[src/hdl/psth_pkg.sv]
// Shared types, command codes and constants for the proportional-share throttle.
`default_nettype none
package psth_pkg;

  typedef enum logic [1:0] {
    CmdOpen    = 2'd0,
    CmdRelease = 2'd1,
    CmdConsume = 2'd2,
    CmdCheck   = 2'd3
  } cmd_t;

  typedef enum logic [1:0] {
    RegPriority = 2'd0,
    RegPeriod   = 2'd1,
    RegSpare2   = 2'd2,
    RegSpare3   = 2'd3
  } reg_idx_t;

  localparam int WindowLen = 5;
  localparam int WaitCap = 100;
  localparam int PosW = 3;
  localparam int ShareTotalW = 11;
  localparam int DelayW = 34;
  localparam logic [63:0] PriorityReset = 64'h0101_0101_0101_0101;
  localparam logic [31:0] PeriodReset = 32'd1000;
  localparam logic [31:0] FillReset = PeriodReset / WindowLen;

  // x / 5 by reciprocal multiply, exact for every 32-bit x
  localparam logic [31:0] Div5Mul = 32'hCCCC_CCCD;
  localparam int Div5Shift = 34;

  typedef logic [WindowLen-1:0][31:0] window_row_t;

  // one decoded command word in the issue register
  typedef struct packed {
    cmd_t        cmd;
    logic        guest_ok;
    logic [2:0]  guest;
    logic [31:0] consumed;
    logic [31:0] part;
  } issue_t;

  // operands of the budget compare
  typedef struct packed {
    logic [63:0]            guest_used;
    logic [63:0]            used_total;
    logic [ShareTotalW-1:0] share_total;
    logic [7:0]             share;
    logic [DelayW-1:0]      delay_sum;
  } budget_in_t;

  typedef struct packed {
    logic       in_budget;
    logic [5:0] wait_us;
  } budget_out_t;

  function automatic logic [31:0] div5(input logic [31:0] x);
    logic [63:0] p;
    p = 64'(x) * 64'(Div5Mul);
    return 32'(p >> Div5Shift);
  endfunction

endpackage
`default_nettype wire

[src/hdl/psth_issue.sv]
// Issue register: captures a command word, decodes the guest and splits consumed time.
`default_nettype none
module psth_issue #(
  parameter int GUEST_COUNT = 8
) (
  input  wire logic             clk,
  input  wire logic             rst,
  input  wire logic             accept,
  input  wire logic [1:0]       command,
  input  wire logic [3:0]       vm_id,
  input  wire logic [31:0]      consumed_us,
  output psth_pkg::issue_t      iq,
  output logic                  iq_valid
);

  logic [3:0] guest_m1;

  assign guest_m1 = vm_id - 4'd1;

  always_ff @(posedge clk) begin
    if (rst) begin
      iq_valid <= 1'b0;
    end else begin
      iq_valid <= accept;
    end
  end

  always_ff @(posedge clk) begin
    if (accept) begin
      iq.cmd      <= psth_pkg::cmd_t'(command);
      iq.guest_ok <= (vm_id != 4'd0) && (32'(vm_id) <= 32'(GUEST_COUNT));
      iq.guest    <= guest_m1[2:0];
      iq.consumed <= consumed_us;
      iq.part     <= psth_pkg::div5(consumed_us);
    end
  end

endmodule
`default_nettype wire

[config.mk]
export PLATFORM = sky130hd
export DESIGN_NAME = psth_issue
export DESIGN_NICKNAME = d
export VERILOG_FILES = /design/src/hdl/psth_pkg.sv /design/src/hdl/psth_issue.sv
export SDC_FILE = /design/constraint.sdc
export NUM_CORES = 1
export LEC_CHECK = 0
export ABC_AREA = 1
export BUFFER_PORTS_ARGS = -buffer_cell sky130_fd_sc_hd__clkbuf_2
export CORE_UTILIZATION = 30
export CTS_CLUSTER_DIAMETER = 50
export CTS_CLUSTER_SIZE = 24
export DETAILED_ROUTE_END_ITERATION = 16
export GPL_TIMING_DRIVEN = 0
export PLACE_DENSITY = 0.57
export SYNTH_ARGS = -nofsm -noshare
export SYNTH_HDL_FRONTEND = slang
export SYNTH_SLANG_ARGS = --single-unit
[constraint.sdc]
create_clock -name clk -period 6.4 [get_ports clk]
set_clock_uncertainty 0.1 [all_clocks]
set_input_delay 1.28 -clock clk [delete_from_list [all_inputs] [get_ports clk]]
set_output_delay 1.28 -clock clk [all_outputs]
set_load 0.03 [all_outputs]
Word-level counts from Yosys, hierarchy flattened
Index checks and enable logic that the tools add are counted.
- register bits: 69
- bits of input ports: 41
- output and inout port bits: 71
- logic and storage cells: 11
- add/sub/neg operators: 1
- $mul: 1
- order comparisons: 1
- reductions and logical operators: 2
- operators by type and width (kind ; number):
    multiplier 32 x 32 -> 64 bit, second input constant ; 1
    less-or-equal comparator 4 bit, second input constant ; 1
    nonzero test 4 bit ; 1
    subtractor 3 x 1 -> 3 bit, second input constant ; 1
    logical AND 1 bit ; 1

Longest topological paths before layout
Gate-level depths: netlist of run 1.
- depth after elaboration: 2
- gate-level depth with buffers: 31
- mapped depth without buffers: 30

Worst setup path after synthesis of run 1
No wires, ideal clock.
- path kind: input to register
- start point: input consumed_us[20]
- end point: register iq[18] (netlist name) (data pin)
- library setup time: 0.252 ns
- arrival: 6.394 ns
- required time: 6.048 ns
- setup slack: -0.347 ns
- stages: 23
- path buffers: 0
- cell sequence: ha_1 > inv_1 > fa_1 > inv_1 > fa_1 > inv_1 > fa_1 > inv_1 > fa_1 > fa_1 > fa_1 > fa_1 > ha_1 > nand2_2 > nor2_1 > nor2_1 > nand2_1 > a21oi_1 > nor2_1 > nor2_1 > nand2_1 > nand2_1 > nand2_1
- cells in the longest elaborated chain, start to end: 1
- ends and longest elaborated chain (what ; line ; RTL):
    start: declaration ; psth_issue.sv:11 ; input wire logic [31:0] consumed_us,
    multiplier 32 x 32 -> 64 bit ; psth_pkg.sv:59 ; p = 64'(x) * 64'(Div5Mul);
    end: declaration ; psth_issue.sv:12 ; output psth_pkg::issue_t iq,
No other way between the ends.
A chain may end at the register's enable or synchronous reset.

Worst setup path after layout of run 1
- start point: input consumed_us[1]
- end point: register iq[18] (netlist name) (data pin)
Same word-level chain as after synthesis.

==> flow_summary.json, run 1 <==
{
  "status": "finished, violations left",
  "violations": "setup timing",
  "min_path_cells": 2,
  "start_kind": "input pin",
  "synthTopCellsByArea": "fa_1, ha_1, inv_1",
  "ys_ff_latch": 69,
  "critPathKind": "input pin to flop",
  "htree_num_levels": 3,
  "portBuffers": 109,
  "yosysTopAreaCellShare_pct": 36.9,
  "clock-sinks": 69,
  "ys_types": 34,
  "syn_avg_cell_area_sq_um": 8.73,
  "drv_slew": 0,
  "crit_fanout": 6,
  "final_util_pct": 40.2,
  "cts_hold_buf": 0,
  "cts_root_buf": "clkbuf_16",
  "coreArea_sq_um": 68800,
  "gr-total-overflow": 0,
  "fp.dieH_um": 266,
  "setup_ws_ps": -310,
  "fp-row-count": 96,
  "io_pins": 112,
  "post-route-period-util_pct": 105,
  "rsz0062_at_grt": "yes",
  "routed_via_density": 4.52,
  "drc": 0,
  "yosysTopAreaCell": "fa_1",
  "die_x_um": 266,
  "drt_iter0_drc": 979,
  "grt_pass1_wl_um": 107000,
  "dr.pass1.iters": 5,
  "ys_warn_count": 0,
  "worstMarginPinSlew_ps": 597,
  "setup_violations": 30,
  "hp-class": "input pin to flop",
  "vias": 16300,
  "start_util_pct": 30.4,
  "drt-total-wl_um": 69600,
  "area_delta_synth_final_pct": 32.1,
  "dieArea_sq_um": 70800,
  "drv_cap": 0,
  "final_nets": 3442,
  "wl_per_cell_um": 19.3,
  "min_period_ps": 6710,
  "worstHoldStart": "rst",
  "syn-instance-count": 2398,
  "gp_congestion": 0.974,
  "final_common_cell": "inv_1",
  "hpwl_um": 57500,
  "cts.path.max_buffers": 2,
  "cts_buffers": 9,
  "synth_area_sq_um": 20900,
  "hold_path_end": "iq_valid",
  "crit_required_ps": 6450,
  "tritoncts": "built",
  "cp.arrival_ps": 6760,
  "cp-end-kind": "flop",
  "hold_violations": 0,
  "seq_area_frac_synth_pct": 9.85,
  "ant_nets": 0,
  "antenna_found_initial": 1,
  "n_antenna_cell": 0,
  "fmax_ghz": 0.149,
  "drive_gt1_share_pct": 32.1,
  "crit_path_start": "consumed_us[1]",
  "grt_max_degree": 39,
  "relSlewSlack_pct": 60.2,
  "final_cell_mix": "inv_1, fa_1, nand2_1",
  "grt_pass1_vias": 17200,
  "grt_usage_pct": 20.6,
  "clk_pin_slew_ps": 80
}
[flip-flops by register name (all words and copies together), names as in the netlist]
signal and count:
iq 68, iq_valid 1
[worst max-delay path, stage by stage]
cell and delay, ps:
clkbuf_16 140, ha_4 260, buf_4 170, nand2_2 80, inv_4 70, or2_4 270
fa_1 490, fa_2 680, fa_2 470, fa_2 550, fa_2 450, fa_2 560
ha_4 230, a21oi_4 150, nor2_1 50, nor2_1 150, nand2_2 110, a21oi_2 170
nor2_1 90, nor2_1 140, nand2_1 70, nand2_1 50, nand2_1 70
[synth_stat cells]
cell type,instances
inv_1,729
nand2_1,423
fa_1,386
ha_1,346
nor2_1,98
a21oi_1,77
edfxtp_1,68
nand3_1,55
o21ai_0,41
xor2_1,38
nor2_2,21
inv_2,16
o21bai_1,14
nand4_1,13
xnor2_1,12
nand2_2,11
nor3_2,9
a21o_1,8
clkbuf_1,5
and2_1,4
or2_2,4
nor2_4,3
nor3_1,3
a31o_2,2
buf_4,2
o21a_1,2
a21boi_0,1
a21oi_2,1
conb_1,1
dfxtp_1,1
nor3_4,1
nor4_1,1
o21ai_1,1
o22ai_1,1
[worst max-delay path by stage]
stage,end,slack [ps],depth (start not counted)
3_5_place_dp,iq[28],-1570,22
5_1_grt,iq[18],-490,26
2_1_floorplan,iq[23],-140,23
4_1_cts,iq[18],-250,22
6_report,iq[18],-310,23
3_3_place_gp,iq[28],-1600,22
[per-stage QoR]
| stage | setup slack, ps | hold slack [ps] | instance area [sq um] | cells | TNS (ps) |
|---|---|---|---|---|---|
| final | -310 | 929 | 27600 | 3605 | -5320 |
| after global routing | -492 | 921 | 27600 | 3605 | -9990 |
| after CTS | -251 | 904 | 26900 | 3579 | -3870 |
| after detailed placement | -1570 | 1340 | 23100 | 3440 | -42470 |
| after global placement | -1600 | 1340 | 23100 | 3439 | -43020 |
| after floorplan | -140 | 1250 | 21400 | 2399 | -2640 |
[cell families after synthesis]
group           count (synthesis)  share of synthesized area [%]
buf+inv                       752                           13.5
xor+xnor                       50                           2.09
simple gates                  646                           13.0
flops                          69                           9.85
compound gates                148                           3.90
fa+ha+maj                     732                           57.6
other cells                     1                         0.0179
[what timing repair did]
| action | 4_1_cts | 5_1_grt |
|---|---|---|
| pin swaps | 267 | 194 |
| setup buffers | 124 | 26 |
| cloned | 0 | 0 |
| setup endpoints to repair | 30 | 30 |
| resized for setup | 567 | 150 |
[layer usage]
layer  up-vias  routed length [um]  track usage (%)
met2       435               32900             34.0
met3       106                3890             3.39
met4         2                2450             6.94
met5         -                  10                0
li1       7692                   -                -
met1      8048               30300             27.3
[area by class of cell]
type | instances | area (sq um)
inverters | 745 | 2860
repair buffers | 260 | 2200
clock inverters | 7 | 65.1
clock buffers | 9 | 225
flip-flops and latches | 69 | 2060
fillers | 6756 | 41200
multi-input cells | 1578 | 19000
plain buffers | 6 | 82.6
well taps | 931 | 1160
Power of run 1 is not shown: default switching activity piles up to over one toggle a cycle in this logic, so the estimate is an artifact.
==> run 2: changes to the inputs <==
- CORE_UTILIZATION: 30 -> 56
- PLACE_DENSITY: 0.57 -> 0.87
==> run 2 against run 1 <==
  * Largest cell class unchanged
  * Clock-buffer cell count stayed put
  * Cell count decreased by 14%
  * The flow still finishes with violations (setup timing)
  * Worst hold slack improved by 2.4 ps
  * Wire length up 6.4%
  * Setup slack got worse by 380 ps
  * Global-route usage increased by 18 points
  * Sequential share of layout area increased by 0.39 points
==> flow_summary.json, run 2 (synthesized netlist as in run 1, its figures left out) <==
{
  "drive_gt1_share_pct": 28.7,
  "crit_top_cell": "fa_1",
  "coreArea_sq_um": 36700,
  "placed_cell_area_sq_um": 22500,
  "hold_violations": 0,
  "dr.pass1.iters": 7,
  "grt_pass1_wl_um": 107000,
  "fp-row-count": 70,
  "critPathMaxStageDelay_ps": 760,
  "cp-end-kind": "flop",
  "post-route-period-util_pct": 111,
  "tritoncts": "built",
  "portBuffers": 109,
  "worstMarginPinSlew_ps": 550,
  "relSlewSlack_pct": 63.3,
  "start_kind": "input pin",
  "dieArea_sq_um": 38200,
  "rsz0062_at_grt": "yes",
  "clk_pin_slew_ps": 70,
  "regArea_sq_um": 2060,
  "antenna_found_initial": 0,
  "use_met2_pct": 63.5,
  "crit_fanout": 6,
  "use_met1_pct": 46.3,
  "grt_usage_pct": 38.5,
  "n_fill_cell": 2521,
  "drc": 0,
  "grt_pass1_vias": 18600,
  "grt_max_degree": 40,
  "fp.dieH_um": 195,
  "cts_hold_buf": 0,
  "final_cell_mix": "inv_1, fa_1, nand2_1",
  "min_path_cells": 2,
  "clock-sinks": 69,
  "io_pins": 112,
  "die_x_um": 195,
  "crit_path_top_delay_cell": "fa_1",
  "crit_chain": "clkbuf_8, ha_4, clkinvlp_4, fa_1, inv_1, fa_1, inv_1, fa_1, fa_1, inv_1, fa_1, fa_1, ha_4, ha_4, nand2_2, nor2_2, inv_1, nor2_4, nand2_1, nor3_2, nand2_1, nand3_1, nand2_1",
  "path_buf_inv": 6,
  "cts.path.max_buffers": 2,
  "routed_via_density": 5.66,
  "setup_violations": 30,
  "ant_nets": 0,
  "regMostFlops": "iq",
  "setup_ws_ps": -689,
  "hold_path_end": "iq_valid",
  "cp_top_family": "adder cells",
  "htree_num_levels": 3,
  "drv_slew": 0,
  "hp-class": "input pin to flop",
  "start_util_pct": 57.0,
  "gr-max-usage-layer": "met2",
  "cp.arrival_ps": 7140,
  "min_period_ps": 7090,
  "status": "finished, violations left",
  "gr-usage-met3_pct": 6.08,
  "multiInputGateArea_sq_um": 18600,
  "largest_reg_flops": 68,
  "final_common_cell": "inv_1",
  "wl_per_cell_um": 23.9,
  "cts_root_buf": "clkbuf_16",
  "final_nets": 3397,
  "drv_cap": 0,
  "fmax_ghz": 0.141,
  "reg.largest.list": "iq (68), iq_valid (1)",
  "area_delta_synth_final_pct": 25.6,
  "violations": "setup timing",
  "n_antenna_cell": 0,
  "drt_iter0_drc": 1755,
  "gr-total-overflow": 0,
  "design_area_sq_um": 26300,
  "drt-total-wl_um": 74000,
  "hpwl_um": 55300,
  "crit_required_ps": 6450,
  "cts_buffers": 9,
  "gp_congestion": 1.03,
  "vias": 17500,
  "critPathKind": "input pin to flop",
  "worstHoldStart": "rst"
}
## run 2: changes by cell type in the layout (fill, tap and decap cells not counted), moves of 5 or more
cell	before	now
inv_2	83	74
buf_4	147	101
nand2_1	275	310
inv_1	640	648
nand2_2	109	88
ha_4	87	74
nor2_2	21	26
ha_1	248	258
nand2_4	48	34
nor2_4	40	34
## run 2: metrics by stage
step | std cells | setup WS [ps] | utilization (%) | setup TNS, ps | hold WS (ps)
after floorplan | 2399 | -140 | - | -2640 | 1250
after global placement | 2976 | -1540 | 61.3 | -40910 | 1340
after detailed placement | 2977 | -1540 | 61.4 | -41990 | 1340
after CTS | 3069 | -263 | 69.2 | -5360 | 930
after global routing | 3097 | -678 | 71.6 | -16360 | 955
final | 3097 | -689 | 71.6 | -13860 | 932
## run 2: timing repair
action                     in CTS  in global routing
setup endpoints to repair      30                 30
setup buffers                  78                 28
pin swaps                     193                155
gates cloned                    0                  0
gates resized for setup       427                190
## run 2: layer usage
| layer | share of wire (%) | vias to the layer above |
|---|---|---|
| met4 | 9.0 | 0 |
| met1 | 36 | 8515 |
| met3 | 8.1 | 358 |
| met2 | 47 | 1022 |
| li1 | - | 7624 |
| met5 | 0 | - |
## run 2: layout make-up
cell class              instances  area share [%]
plain buffers                   5           0.257
clock buffers                   9           0.857
clock inverters                 7           0.248
inverters                     745            10.9
multi-input cells            1578            70.6
flip-flops and latches         69            7.84
well taps                     468            2.23
repair buffers                216            7.05
## run 2: how the worst max path moves through the flow
stage | start | endpoint | slack (ps) | cells after the start
4_1_cts | consumed_us[19] | iq[23] | -260 | 24
3_3_place_gp | consumed_us[8] | iq[28] | -1540 | 22
3_5_place_dp | consumed_us[7] | iq[28] | -1540 | 22
6_report | consumed_us[24] | iq[18] | -690 | 23
5_1_grt | consumed_us[24] | iq[18] | -680 | 23
2_1_floorplan | consumed_us[20] | iq[23] | -140 | 23
Power of run 2 is left out for the same reason.
==> run 3: changes to the inputs <==
- CORE_UTILIZATION: 56 -> 45
- PLACE_DENSITY: 0.87 -> 0.74
==> run 3 against run 2 <==
  * The run still ends with setup timing left
  * Via count shrank 2.4%
  * Utilization is 12 points lower
  * Fmax increased by 4.2%
  * Setup slack improved by 290 ps
  * Critical path depth grew 2
  * Worst hold slack gained 7.4 ps
  * Wire length decreased by 6.1%
  * Die area rose by 24%
  * Cell count is 5.4% higher
  * Flip-flop and latch count unchanged
  * Critical path type unchanged
  * Clock-buffer cell count unchanged
  * Non-clock buffer count grew 36
==> flow_summary.json, run 3 (synthesized netlist as in run 1, its figures left out) <==
{
  "timing.hold.ws_ps": 939,
  "clk_pin_slew_ps": 70,
  "dr.pass1.iters": 5,
  "setup_ws_ps": -403,
  "cp-end-kind": "flop",
  "clock-sinks": 69,
  "htree_num_levels": 3,
  "die_x_um": 218,
  "critPathKind": "input pin to flop",
  "drt-total-wl_um": 69500,
  "start_kind": "input pin",
  "grt_pass1_vias": 18600,
  "min_period_ps": 6800,
  "dieArea_sq_um": 47400,
  "multiInputGateArea_sq_um": 18900,
  "final_nets": 3433,
  "routed_via_density": 5.24,
  "final_cell_mix": "inv_1, fa_1, nand2_1",
  "rsz0062_at_grt": "yes",
  "reg.largest.list": "iq (68), iq_valid (1)",
  "status": "finished, violations left",
  "cts.path.max_buffers": 2,
  "cts_buffers": 9,
  "io_pins": 112,
  "gr-total-overflow": 0,
  "fmax_ghz": 0.147,
  "cts_root_buf": "clkbuf_16",
  "drc": 0,
  "relSlewSlack_pct": 65.6,
  "drt_iter0_drc": 1192,
  "gp_congestion": 1.08,
  "hp-class": "input pin to flop",
  "crit_fanout": 6,
  "violations": "setup timing",
  "fp-row-count": 78,
  "n_fill_cell": 3806,
  "start_util_pct": 45.8,
  "crit_required_ps": 6450,
  "worstMarginPinSlew_ps": 516,
  "final_common_cell": "inv_1",
  "ant_nets": 0,
  "drv_slew": 0,
  "tritoncts": "built",
  "area_delta_synth_final_pct": 29.2,
  "wl_per_cell_um": 21.3,
  "grt_pass1_wl_um": 106000,
  "regArea_sq_um": 2060,
  "coreArea_sq_um": 45700,
  "drive_gt1_share_pct": 31.5,
  "post-route-period-util_pct": 106,
  "drv_cap": 0,
  "hold_violations": 0,
  "antenna_found_initial": 0,
  "largest_reg_flops": 68,
  "fp.dieH_um": 218,
  "regMostFlops": "iq",
  "cp.arrival_ps": 6850,
  "hpwl_um": 55700,
  "grt_max_degree": 42,
  "final_util_pct": 59.2,
  "n_antenna_cell": 0,
  "portBuffers": 109,
  "grt_usage_pct": 30.5,
  "setup_violations": 30,
  "vias": 17100
}
## run 3: cell types whose count changed in the layout (fill, tap and decap cells not counted), moves of 6 or more
cell	before	now
inv_2	74	91
ha_4	74	80
buf_4	101	132
buf_6	4	13
ha_2	14	8
nand2_4	34	40
inv_1	648	634
nor2_1	62	53
nand2_2	88	105
nor2_4	34	40
nand2_1	310	286
## run 3: worst paths after layout
kind,start,to,slack (ps),cells after the start
min,rst,iq_valid,940,2
max,consumed_us[21],iq[20],-400,25
## run 3: worst max-delay path, stage by stage
cell,delay [ps]
buf_8,130
ha_4,300
inv_2,50
fa_1,480
inv_1,60
fa_1,530
inv_1,70
fa_1,510
inv_1,60
fa_1,480
fa_1,540
fa_1,460
fa_2,570
ha_4,240
nand2_1,90
nand2_2,70
inv_1,100
o21a_1,200
nand2_2,100
inv_1,90
nand2_2,80
nand2_2,120
nand3_1,100
nand2_1,60
nand2_1,60
## run 3: cell type report
class | instances | area share (%)
multi-input combinational | 1578 | 69.8
inverter | 745 | 10.6
timing repair buffer | 251 | 7.84
sequential | 69 | 7.63
tap | 600 | 2.78
clock buffer | 9 | 0.833
buffer | 6 | 0.296
clock inverter | 7 | 0.241
## run 3: through the flow
step	cell area, sq um	setup slack (ps)	TNS, ps	std cells
5_1_grt	27000	-485	-11500	3265
6_report	27000	-403	-8220	3265
3_5_place_dp	22700	-1690	-44930	3109
4_1_cts	25600	-319	-6790	3209
3_3_place_gp	22700	-1780	-47200	3108
2_1_floorplan	21400	-140	-2640	2399
## run 3: routing by layer
| layer | vias up | routed length (um) | global-route usage [%] |
|---|---|---|---|
| met4 | 0 | 3990 | 15.1 |
| li1 | 7666 | - | - |
| met5 | - | 0 | 0 |
| met3 | 214 | 4860 | 4.52 |
| met2 | 714 | 32900 | 50.5 |
| met1 | 8504 | 27700 | 38.8 |
## run 3: repair_timing
action / CTS / global route
pin swaps: 186 / 202
resized for setup: 412 / 290
buffers inserted: 85 / 56
hold endpoints to repair: 0 / 0
endpoints found under the setup margin: 30 / 30
hold buffers: 0 / 0
Power of run 3 is left out for the same reason.
